--- config.mk ---
export PLATFORM = sky130hd
export DESIGN_NAME = bounded_deque_with_dump_unit
export DESIGN_NICKNAME = d
export VERILOG_FILES = /design/src/sv/bdq_pkg.sv /design/src/sv/bdq_ram.sv /design/src/sv/bdq_ctrl.sv /design/src/sv/bounded_deque_with_dump_unit.sv
export SDC_FILE = /design/constraint.sdc
export NUM_CORES = 2
export LEC_CHECK = 0
export BUFFER_PORTS_ARGS = -buffer_cell sky130_fd_sc_hd__buf_2
export CELL_PAD_IN_SITES_DETAIL_PLACEMENT = 1
export CELL_PAD_IN_SITES_GLOBAL_PLACEMENT = 2
export CORE_ASPECT_RATIO = 1.1
export CORE_UTILIZATION = 45
export CTS_CLUSTER_DIAMETER = 150
export DETAILED_ROUTE_END_ITERATION = 7
export PLACE_DENSITY = 0.75
export SLEW_MARGIN = 15
export SYNTH_ARGS = -nofsm -noshare
export SYNTH_HDL_FRONTEND = slang
export SYNTH_SLANG_ARGS = --single-unit
--- constraint.sdc ---
create_clock -name clk -period 7.7 [get_ports clk]
set_input_delay 0.77 -clock clk [delete_from_list [all_inputs] [get_ports clk]]
set_output_delay 0.77 -clock clk [all_outputs]
set_load 0.03 [all_outputs]
--- src/sv/bdq_pkg.sv ---
// ----------------------------------------------------------------------------
// bdq_pkg
// Shared types, codes and ring-pointer helpers for the bounded deque unit.
// ----------------------------------------------------------------------------
package bdq_pkg;

  // store geometry
  localparam int DEPTH  = 64;
  localparam int PTR_W  = (DEPTH > 1) ? $clog2(DEPTH) : 1;
  localparam int FILL_W = 7;
  localparam int DATA_W = 32;

  typedef logic [PTR_W-1:0]  ptr_t;
  typedef logic [FILL_W-1:0] fill_t;

  localparam fill_t DEPTH_CNT = FILL_W'(DEPTH);

  // request codes
  localparam logic [2:0] REQ_PUSH_BACK  = 3'd0;
  localparam logic [2:0] REQ_PUSH_FRONT = 3'd1;
  localparam logic [2:0] REQ_POP_FRONT  = 3'd2;
  localparam logic [2:0] REQ_DUMP       = 3'd3;
  localparam logic [2:0] REQ_CLEAR      = 3'd4;

  // status codes
  localparam logic [1:0] ST_OK    = 2'd0;
  localparam logic [1:0] ST_FULL  = 2'd1;
  localparam logic [1:0] ST_EMPTY = 2'd2;

  // request beat
  typedef struct packed {
    logic [2:0]               req_type;
    logic signed [DATA_W-1:0] entry_value;
  } req_t;

  // result beat
  typedef struct packed {
    logic signed [DATA_W-1:0] out_value;
    logic                     value_present;
    logic                     last_of_run;
    logic [1:0]               op_status;
    fill_t                    fill_count;
  } rsp_t;

  // memory port command
  typedef struct packed {
    logic              we;
    ptr_t              waddr;
    logic [DATA_W-1:0] wdata;
    logic              re;
    ptr_t              raddr;
  } ram_cmd_t;

  typedef enum logic {
    CTRL_IDLE,
    CTRL_DUMP
  } ctrl_state_t;

  // modular add of two ring positions, both below DEPTH
  function automatic ptr_t ring_add(ptr_t a, ptr_t b);
    logic [PTR_W:0] s;
    s = {1'b0, a} + {1'b0, b};
    if (s >= (PTR_W+1)'(DEPTH)) begin
      s = s - (PTR_W+1)'(DEPTH);
    end
    return s[PTR_W-1:0];
  endfunction

  function automatic ptr_t ring_inc(ptr_t a);
    return ring_add(a, ptr_t'(1));
  endfunction

  function automatic ptr_t ring_dec(ptr_t a);
    ptr_t r;
    if (a == '0) begin
      r = ptr_t'(DEPTH - 1);
    end else begin
      r = a - ptr_t'(1);
    end
    return r;
  endfunction

endpackage

--- src/sv/bdq_ram.sv ---
// ----------------------------------------------------------------------------
// bdq_ram
// Simple dual-port synchronous RAM, one write and one registered read port.
// ----------------------------------------------------------------------------
module bdq_ram #(
  parameter int DATA_W  = 32,
  parameter int ENTRIES = 64,
  parameter int ADDR_W  = 6
) (
  input  logic              clk,
  input  logic              we,
  input  logic [ADDR_W-1:0] waddr,
  input  logic [DATA_W-1:0] wdata,
  input  logic              re,
  input  logic [ADDR_W-1:0] raddr,
  output logic [DATA_W-1:0] rdata
);

  logic [DATA_W-1:0] mem [ENTRIES];

  // write port
  always_ff @(posedge clk) begin
    if (we) begin
      mem[waddr] <= wdata;
    end
  end

  // read port, data holds between reads
  always_ff @(posedge clk) begin
    if (re) begin
      rdata <= mem[raddr];
    end
  end

endmodule

--- src/sv/bdq_ctrl.sv ---
// ----------------------------------------------------------------------------
// bdq_ctrl
// Head/count bookkeeping, memory command generation and dump sequencing.
// ----------------------------------------------------------------------------
module bdq_ctrl (
  input  logic                      clk,
  input  logic                      rst,
  input  logic                      req_valid,
  output logic                      req_ready,
  input  bdq_pkg::req_t             req,
  input  logic                      out_free,
  output logic                      load,
  output bdq_pkg::rsp_t             beat,
  output bdq_pkg::ram_cmd_t         ram,
  input  logic [bdq_pkg::DATA_W-1:0] rdata
);

  bdq_pkg::ctrl_state_t state, state_next;
  bdq_pkg::ptr_t        head, head_next;
  bdq_pkg::fill_t       count, count_next;
  bdq_pkg::ptr_t        rd_ptr, rd_ptr_next;
  bdq_pkg::fill_t       issued, issued_next;
  logic                 pending, pending_next;
  logic                 pend_last, pend_last_next;

  logic       accept;
  logic       load_dump;
  logic       issue;
  logic [1:0] status;
  logic       dump_run;

  // handshake and dump flow terms
  always_comb begin
    req_ready = (state == bdq_pkg::CTRL_IDLE) && out_free;
    accept    = req_valid && req_ready;
    load_dump = (state == bdq_pkg::CTRL_DUMP) && pending && out_free;
    issue     = (state == bdq_pkg::CTRL_DUMP) && (issued != count) &&
                (!pending || load_dump);
    dump_run  = (req.req_type == bdq_pkg::REQ_DUMP) && (count != '0);
  end

  // next state
  always_comb begin
    state_next = state;
    case (state)
      bdq_pkg::CTRL_IDLE: begin
        if (accept && dump_run) begin
          state_next = bdq_pkg::CTRL_DUMP;
        end
      end
      bdq_pkg::CTRL_DUMP: begin
        if (load_dump && pend_last) begin
          state_next = bdq_pkg::CTRL_IDLE;
        end
      end
      default: state_next = bdq_pkg::CTRL_IDLE;
    endcase
  end

  // outputs and datapath next values
  always_comb begin
    head_next      = head;
    count_next     = count;
    rd_ptr_next    = rd_ptr;
    issued_next    = issued;
    pending_next   = pending;
    pend_last_next = pend_last;
    status         = bdq_pkg::ST_OK;
    ram            = '0;
    ram.wdata      = req.entry_value;
    ram.raddr      = rd_ptr;

    // request decode
    if (accept) begin
      case (req.req_type)
        bdq_pkg::REQ_PUSH_BACK: begin
          if (count >= bdq_pkg::DEPTH_CNT) begin
            status = bdq_pkg::ST_FULL;
          end else begin
            ram.we     = 1'b1;
            ram.waddr  = bdq_pkg::ring_add(head, count[bdq_pkg::PTR_W-1:0]);
            count_next = count + 1'b1;
          end
        end
        bdq_pkg::REQ_PUSH_FRONT: begin
          if (count >= bdq_pkg::DEPTH_CNT) begin
            status = bdq_pkg::ST_FULL;
          end else begin
            head_next  = bdq_pkg::ring_dec(head);
            ram.we     = 1'b1;
            ram.waddr  = head_next;
            count_next = count + 1'b1;
          end
        end
        bdq_pkg::REQ_POP_FRONT: begin
          if (count == '0) begin
            status = bdq_pkg::ST_EMPTY;
          end else begin
            head_next  = bdq_pkg::ring_inc(head);
            count_next = count - 1'b1;
          end
        end
        bdq_pkg::REQ_DUMP: begin
          rd_ptr_next = head;
          issued_next = '0;
        end
        bdq_pkg::REQ_CLEAR: begin
          head_next  = '0;
          count_next = '0;
        end
        default: ;
      endcase
    end

    // dump read issue, one entry a cycle while the result side keeps up
    if (issue) begin
      ram.re         = 1'b1;
      rd_ptr_next    = bdq_pkg::ring_inc(rd_ptr);
      issued_next    = issued + 1'b1;
      pending_next   = 1'b1;
      pend_last_next = ((issued + 1'b1) == count);
    end else if (load_dump) begin
      pending_next = 1'b0;
    end

    // result beat
    if (state == bdq_pkg::CTRL_DUMP) begin
      load               = load_dump;
      beat.out_value     = rdata;
      beat.value_present = 1'b1;
      beat.last_of_run   = pend_last;
      beat.op_status     = bdq_pkg::ST_OK;
      beat.fill_count    = count;
    end else begin
      load               = accept && !dump_run;
      beat.out_value     = '0;
      beat.value_present = 1'b0;
      beat.last_of_run   = 1'b1;
      beat.op_status     = status;
      beat.fill_count    = count_next;
    end
  end

  // state registers
  always_ff @(posedge clk) begin
    if (rst) begin
      state     <= bdq_pkg::CTRL_IDLE;
      head      <= '0;
      count     <= '0;
      issued    <= '0;
      pending   <= 1'b0;
      pend_last <= 1'b0;
    end else begin
      state     <= state_next;
      head      <= head_next;
      count     <= count_next;
      issued    <= issued_next;
      pending   <= pending_next;
      pend_last <= pend_last_next;
    end
  end

  always_ff @(posedge clk) begin
    rd_ptr <= rd_ptr_next;
  end

  // fill level never passes the store size
  a_count_bound: assert property (@(posedge clk) disable iff (rst)
    count <= bdq_pkg::DEPTH_CNT)
    else $error("fill count exceeds depth");

  // no store writes while a dump is reading
  a_no_write_in_dump: assert property (@(posedge clk) disable iff (rst)
    (state == bdq_pkg::CTRL_DUMP) |-> !ram.we)
    else $error("write during dump");

  // read data waits only inside a dump
  a_pending_in_dump: assert property (@(posedge clk) disable iff (rst)
    pending |-> (state == bdq_pkg::CTRL_DUMP))
    else $error("pending read outside dump");

  // reads issued never pass the fill count
  a_issue_bound: assert property (@(posedge clk) disable iff (rst)
    (state == bdq_pkg::CTRL_DUMP) |-> (issued <= count))
    else $error("dump overran fill count");

  // handing over the last entry ends the dump
  a_dump_end: assert property (@(posedge clk) disable iff (rst)
    (load_dump && pend_last) |=> (state == bdq_pkg::CTRL_IDLE))
    else $error("dump did not end after last beat");

endmodule

--- src/sv/bounded_deque_with_dump_unit.sv ---
// ----------------------------------------------------------------------------
// bounded_deque_with_dump_unit
// Bounded double-ended queue of signed 32-bit entries with a dump request.
// ----------------------------------------------------------------------------
// Entries live in a 64-entry ring held in one simple dual-port RAM. Push back,
// push front, pop front, clear and unused request codes each return one
// result beat; a new request is taken every cycle as long as the result side
// keeps up. A dump of N stored entries returns N beats and holds off new
// requests until the last one is handed over: the single RAM read port yields
// one entry per cycle, stalling with the result side, and each read passes the
// RAM read register and then the result register. An empty dump returns one
// beat. The store needs no clearing after reset; only written entries are read.
module bounded_deque_with_dump_unit (
  input  logic          clk,
  input  logic          rst,
  input  logic          req_valid,
  output logic          req_ready,
  input  bdq_pkg::req_t req,
  output logic          rsp_valid,
  input  logic          rsp_ready,
  output bdq_pkg::rsp_t rsp
);

  logic                       out_free;
  logic                       load;
  bdq_pkg::rsp_t              beat;
  bdq_pkg::ram_cmd_t          ram;
  logic [bdq_pkg::DATA_W-1:0] rdata;

  assign out_free = !rsp_valid || rsp_ready;

  // control and bookkeeping
  bdq_ctrl u_ctrl (
    .clk       (clk),
    .rst       (rst),
    .req_valid (req_valid),
    .req_ready (req_ready),
    .req       (req),
    .out_free  (out_free),
    .load      (load),
    .beat      (beat),
    .ram       (ram),
    .rdata     (rdata)
  );

  // entry store
  bdq_ram #(
    .DATA_W  (bdq_pkg::DATA_W),
    .ENTRIES (bdq_pkg::DEPTH),
    .ADDR_W  (bdq_pkg::PTR_W)
  ) u_ram (
    .clk   (clk),
    .we    (ram.we),
    .waddr (ram.waddr),
    .wdata (ram.wdata),
    .re    (ram.re),
    .raddr (ram.raddr),
    .rdata (rdata)
  );

  // result output register
  always_ff @(posedge clk) begin
    if (rst) begin
      rsp_valid <= 1'b0;
    end else if (load) begin
      rsp_valid <= 1'b1;
    end else if (rsp_ready) begin
      rsp_valid <= 1'b0;
    end
  end

  always_ff @(posedge clk) begin
    if (load) begin
      rsp <= beat;
    end
  end

endmodule

Yosys cells after proc, flatten, opt, wreduce, memory -nomap -nowiden
Memories as Yosys holds them, arrays and structs flattened. A register that Yosys moved wholly into a read port is not among the register bits. Index checks and enable logic that the tools add are counted.

Flip-flop bits (word level): 73. Word-level logic and storage cells: 103. Output and inout port bits: 45. Bits in writable memories: 2048. Bits of input ports: 39. Memories kept: 1.

$lt $le $gt $ge: 4. Reduce and logical (&&, ||, !) cells: 28. Equal/unequal tests: 8. $add $sub $neg: 10. Bitwise gates (word level): 2. Mux-type cells: 37.

Memories: u_ram.mem (depth 64, bits a word 32, rd ports 1, clocked after Yosys merged registers in 1, write ports 1, line bdq_ram.sv:19) `logic [DATA_W-1:0] mem [ENTRIES];`.

Operators with widths (number): 7-bit 2-to-1 mux (9); 6-bit 2-to-1 mux (9); 7-bit greater-or-equal comparator, second input constant (4); 6-bit by 1-bit subtractor with 6-bit output, second input constant (4); 7-bit one-hot mux with 3 select lines (1); 6-bit one-hot mux with 3 select lines (1); 6-bit by 1-bit adder with 7-bit output, second input constant (2); 7-bit by 1-bit adder with 7-bit output, second input constant (2); 7-bit one-hot mux with 2 select lines (1); 1-bit 2-to-1 mux (11); 11-bit 2-to-1 mux (1); 1-bit logical AND (10); 2-bit nonzero test (4); 6-bit by 6-bit adder with 7-bit output (1); 7-bit == test (1); 7-bit zero test (1); 7-bit inequality test (1); 7-bit nonzero test (1); 7-bit by 1-bit subtractor with 7-bit output, second input constant (1); 3-bit by 2-bit == test with 1-bit output, second input constant (2); 6-bit zero test (1); 2-bit 2-to-1 mux (2); 2-bit inequality test, second input constant (2); 2-bit one-hot mux with 2 select lines (1); 11 further kinds (16).

Logic depth before layout (Yosys ltp)
Word-level depth: 8. Gate-level depth with buffers: 12. Mapped depth without buffers: 9.

Hierarchy
From an unflattened synthesis, not the netlist that was laid out.

Cells, all modules: 3764. Area, all modules: 83153.5 um^2.

Modules (own cells, without submodules): bdq_ram (cells each 3324, times used 1, area an instance 78835.6 um^2, seq. area each 62459.9 um^2); bdq_ctrl (cells each 393, times used 1, area an instance 2980.4 um^2, seq. area each 640.6 um^2); bounded_deque_with_dump_unit (cells each 47, times used 1, area an instance 1337.5 um^2, seq. area each 1311.3 um^2).

Least setup slack after synthesis
Ideal clock, no wire load.

Path type: input -> register. Start: input req[32] (netlist bit). End: memory u_ram.mem[1][0], enable pin. Required time: 7.239 ns. Arrival time: 4.252 ns. Setup time: 0.461 ns. Stages: 6. Path buffers: 2. Setup slack: 2.987 ns. Path through: clkbuf_1 -> clkbuf_1 -> mux2i_1 -> nor3_1 -> nand2_1 -> nor3_1.

Word-level cells in the longest chain between the ends: 5. Elaborated cells on any way between the ends: 6. Those cells by class: eq/ne: 1; mux: 4; reduce/logical: 1.

RTL lines: from (decl) (line bounded_deque_with_dump_unit.sv:18) `input bdq_pkg::req_t req,`; 3-bit by 1-bit == test with 1-bit output or 3-bit zero test (tied branches) (line bdq_ctrl.sv:75) `case (req.req_type)`; 7-bit one-hot mux with 2 select lines * (line bdq_ctrl.sv:75); 7-bit 2-to-1 mux * (line bdq_ctrl.sv:74) `if (accept) begin`; 1-bit 2-to-1 mux (line bdq_ram.sv:23) `if (we) begin`; 1-bit 2-to-1 mux (implied by the code) (line bdq_ram.sv:24) `mem[waddr] <= wdata;`; to (decl) (line bdq_ram.sv:19).

Mark *: on every way between the ends. The rest lies on a longest branch, timed or not.

Final worst setup path
Start: register u_ctrl.head[0]. End: memory u_ram.mem[53][14], enable pin.

Word-level cells in the longest chain between the ends: 6. Elaborated cells on any way between the ends: 11. Those cells by class: add/sub: 3; order compare: 1; mux: 6; reduce/logical: 1.

RTL lines: from (decl) (line bdq_ctrl.sv:19) `bdq_pkg::ptr_t head, head_next;`; from (signal assigned) (line bdq_ctrl.sv:155) `head <= head_next;`; 6-bit by 6-bit adder with 7-bit output (line bdq_pkg.sv:62) `s = {1'b0, a} + {1'b0, b};`; 6-bit by 1-bit subtractor with 6-bit output or 7-bit greater-or-equal comparator (tied branches) (line bdq_pkg.sv:64, bdq_pkg.sv:63); 6-bit 2-to-1 mux (line bdq_pkg.sv:63) `if (s >= (PTR_W+1)'(DEPTH)) begin`; 7-bit 2-to-1 mux (line bdq_ctrl.sv:77) `if (count >= bdq_pkg::DEPTH_CNT) begin`; 7-bit one-hot mux with 2 select lines * (line bdq_ctrl.sv:75); 7-bit 2-to-1 mux * (line bdq_ctrl.sv:74).

Marked as above.

==> reports/results.tsv <==
metric	value	unit
crit path capture type	flip-flop	
skew final	0.0273	ns
critical path data required time	8.21	ns
synthesized flop and latch total	2153	
Post-Synth XOR/XNOR Area	0.00210	
mux contribution to synthesized area	0.159	
Startpoint Class	flip-flop	
largest family of logic cells by synthesized area	multiplexers	
DRC	0	
Final nets	4130	
RSZ-0062 raised after global routing	false	
kind of critical path	flip-flop to flip-flop	
total grt overflow	0	
Netlist Area Pre-Place	0.0834	sq mm
clk sinks	2153	
EDFF count, synth	2129	
routed vias/inst	6.22	
fin worst setup slack	2.59	ns
core region area	0.184	sq mm
DR vias	41500	
routed len/inst	35.3	um
Post-CTS Resized	0	
worst-path fanout max	17	
Root Driver	clkbuf_16	
Final Setup Violations	0	
adder-cell share of the synthesized area	0.00204	
first-pass GRT wire length	330	mm
Worst-path clk slew	0.06	ns
main flop type after synthesis	edfxtp_1	
# hold bufs at CTS	0	
VDD IR max	180	uV
Post-DP HPWL	138	mm
row count	165	
Post-CTS Setup Repair Bufs	0	
multi-input logic area	0.0183	sq mm
fmax	0.196	GHz
Initial Util	0.453	
vias in the first global route	42600	
first-iteration detailed-routing DRC count	5322	
slowest CP cell	nand3_1	
clock tree buffer depth	3	
Crit path max-delay family	simple AND/OR/NAND/NOR gates	
Period minus WS final	5.11	ns
Maximum Capacitance Violations	0	
largest net degree at the start of global routing	104	
H-tree levels	4	
die area	0.187	sq mm
Hold Fails Final Rpt	0	
# fillers	16000	
Post-DRT Antenna Nets	0	
boundary pin count	84	
CP max stage delay	0.96	ns
Layout Cells excl Fill	6665	
net count after synthesis	3890	
Synth async-reset ratio	0	
CTS tree	done	
Tot Pwr	0.0235	W
distinct cell type count after synthesis	81	
Setup WS pre-CTS	2.71	ns
Setup TNS	0	ns
WP data arrival	5.62	ns
Syn. warnings	0	
fin. max-slew vios	0	
Seq/Total Area, Yosys	0.773	
DRT Wirelength	235	mm
gr usage total	0.253	
initial antenna violation count	16	
Cells after Synth	3838	
Rel. slew slack	0.0895	
synthesized area per cell	21.7	sq um
WP buf/inv	2	
Hold Crit Class	input pin to flip-flop	
post-synthesis compound-gate area fraction	0.0286	
Pre-antenna DRT Iters	5	
routability cong.	0.839	
status	finished clean	
fraction of layout cells with a size suffix above 1	0.264	
Die Width	412	um
area share of and/or/nand/nor cells after synthesis	0.0209	
Register Area	0.0644	sq mm
IO Port Bufs	83	
Num CTS Buffers	208	
Worst-Margin Slew	1.36	ns
die height	453	um
Worst-Skew Late Latency	0.87	ns
CP Cell Sequence	ha_1, inv_1, fa_1, nor2b_1, o21a_1, or4_1, o2111a_1, nand3_1, nor2_4, buf_4	
P_leak	29.4	nW
Power Density	249	mW/mm^2
synthesis-to-finish area growth	12.8	%
final cycle utilization of the critical path	0.663	
DP Cell Count	6287	
layer usage:
metal,part of all wire,wire (um),track usage,up-vias
met1,0.40,94400,0.348,22600
met3,0.074,17400,0.0380,341
li1,-,-,-,16600
met5,0.000098,23,0,-
met2,0.49,116000,0.416,1872
met4,0.033,7870,0.0832,4
area by class of cell:
type                    instances  share of cell area
multi-input cells            1460               0.194
clock buffers                 264              0.0585
flip-flops and latches       2153               0.685
repair buffers                238              0.0184
inverters                      17            0.000678
well taps                    2421              0.0322
diodes                          4            0.000106
clock inverters               108              0.0108
placed cells by master, fill, tap and decap left out, types with 46 or more instances in the layout:
cell type,instances
buf_2,81
mux4_2,494
edfxtp_1,2129
o21ai_0,78
nand2_1,91
a21oi_1,46
nor2_1,73
nor2_4,56
clkbuf_1,52
clkbuf_16,212
mux2i_1,202
buf_4,145
worst register-to-register path, stage by stage (launching register included):
cell and delay [ns]:
dfxtp_1 0.54, ha_1 0.25, inv_1 0.06, fa_1 0.38
nor2b_1 0.18, o21a_1 0.15, or4_1 0.14, o2111a_1 0.71
nand3_1 0.97, nor2_4 0.95, buf_4 0.44
cell families (layout without fill, tap and decap cells):
logic type,count (synthesis),in the layout
adders and majority gates,13,13
buffers and inverters,225,627
xor gates and xnor gates,20,20
muxes,707,707
DFF,2153,2153
other,0,4
and+or+nand+nor,371,371
AOI/OAI and AO/OA,349,349
Yosys cell counts (all sizes together) (29+ instances only):
cell    count  area, sq um
o21ai      83          415
mux2i     202         2020
edfxtp   2129        63900
o22ai      42          263
mux4      494        11100
and2       37          231
buf       116          807
clkbuf     92          345
a22oi      29          218
nand2      91          342
a21oi      47          235
nor2      132          498
state kept, by name, summed over array words and instances, names as in the netlist:
register and cells:
u_ctrl.pend_last 1, u_ctrl.pending 1, u_ram.rdata 32, u_ctrl.count 7, rsp_valid 1, u_ctrl.issued 7, u_ctrl.rd_ptr 6, u_ram.mem 2048
u_ctrl.head 6, rsp 43, u_ctrl.state 1
path summary, 6_finish.rpt:
kind	from	depth (start not counted)	end	slack, ns
worst max-delay path	u_ctrl.head[0]$_SDFFE_PP0P_	10	u_ram.mem[53][14]$_DFFE_PP_	2.59
worst min-delay path	rsp_ready	3	rsp_valid$_SDFFE_PP0P_	0.33
worst max register to register	u_ctrl.head[0]$_SDFFE_PP0P_	10	u_ram.mem[53][14]$_DFFE_PP_	2.59
worst min register to register	u_ctrl.pend_last$_SDFFE_PP0P_	2	u_ctrl.pend_last$_SDFFE_PP0P_	0.49
where the power goes:
group	leakage, nW	total [W]	switching [W]	internal [W]
logic	6.83	0.000628	0.000474	0.000154
clock network	3.15	0.00992	0.00438	0.00554
registers	19.4	0.0129	0.0000154	0.0129
total	29.4	0.0235	0.00487	0.0186
per-stage QoR:
| stage | utilization | area (sq um) | hold slack [ns] |
|---|---|---|---|
| 6_report | 0.511 | 94100 | 0.327 |
| 5_1_grt | 0.511 | 94000 | 0.345 |
| 4_1_cts | 0.511 | 94000 | 0.277 |
| 3_5_place_dp | 0.476 | 87500 | 0.478 |
| 3_3_place_gp | 0.476 | 87500 | 0.480 |
| 2_1_floorplan | - | 83400 | 0.428 |
No activity file was read; power rests on OpenSTA's default activity.
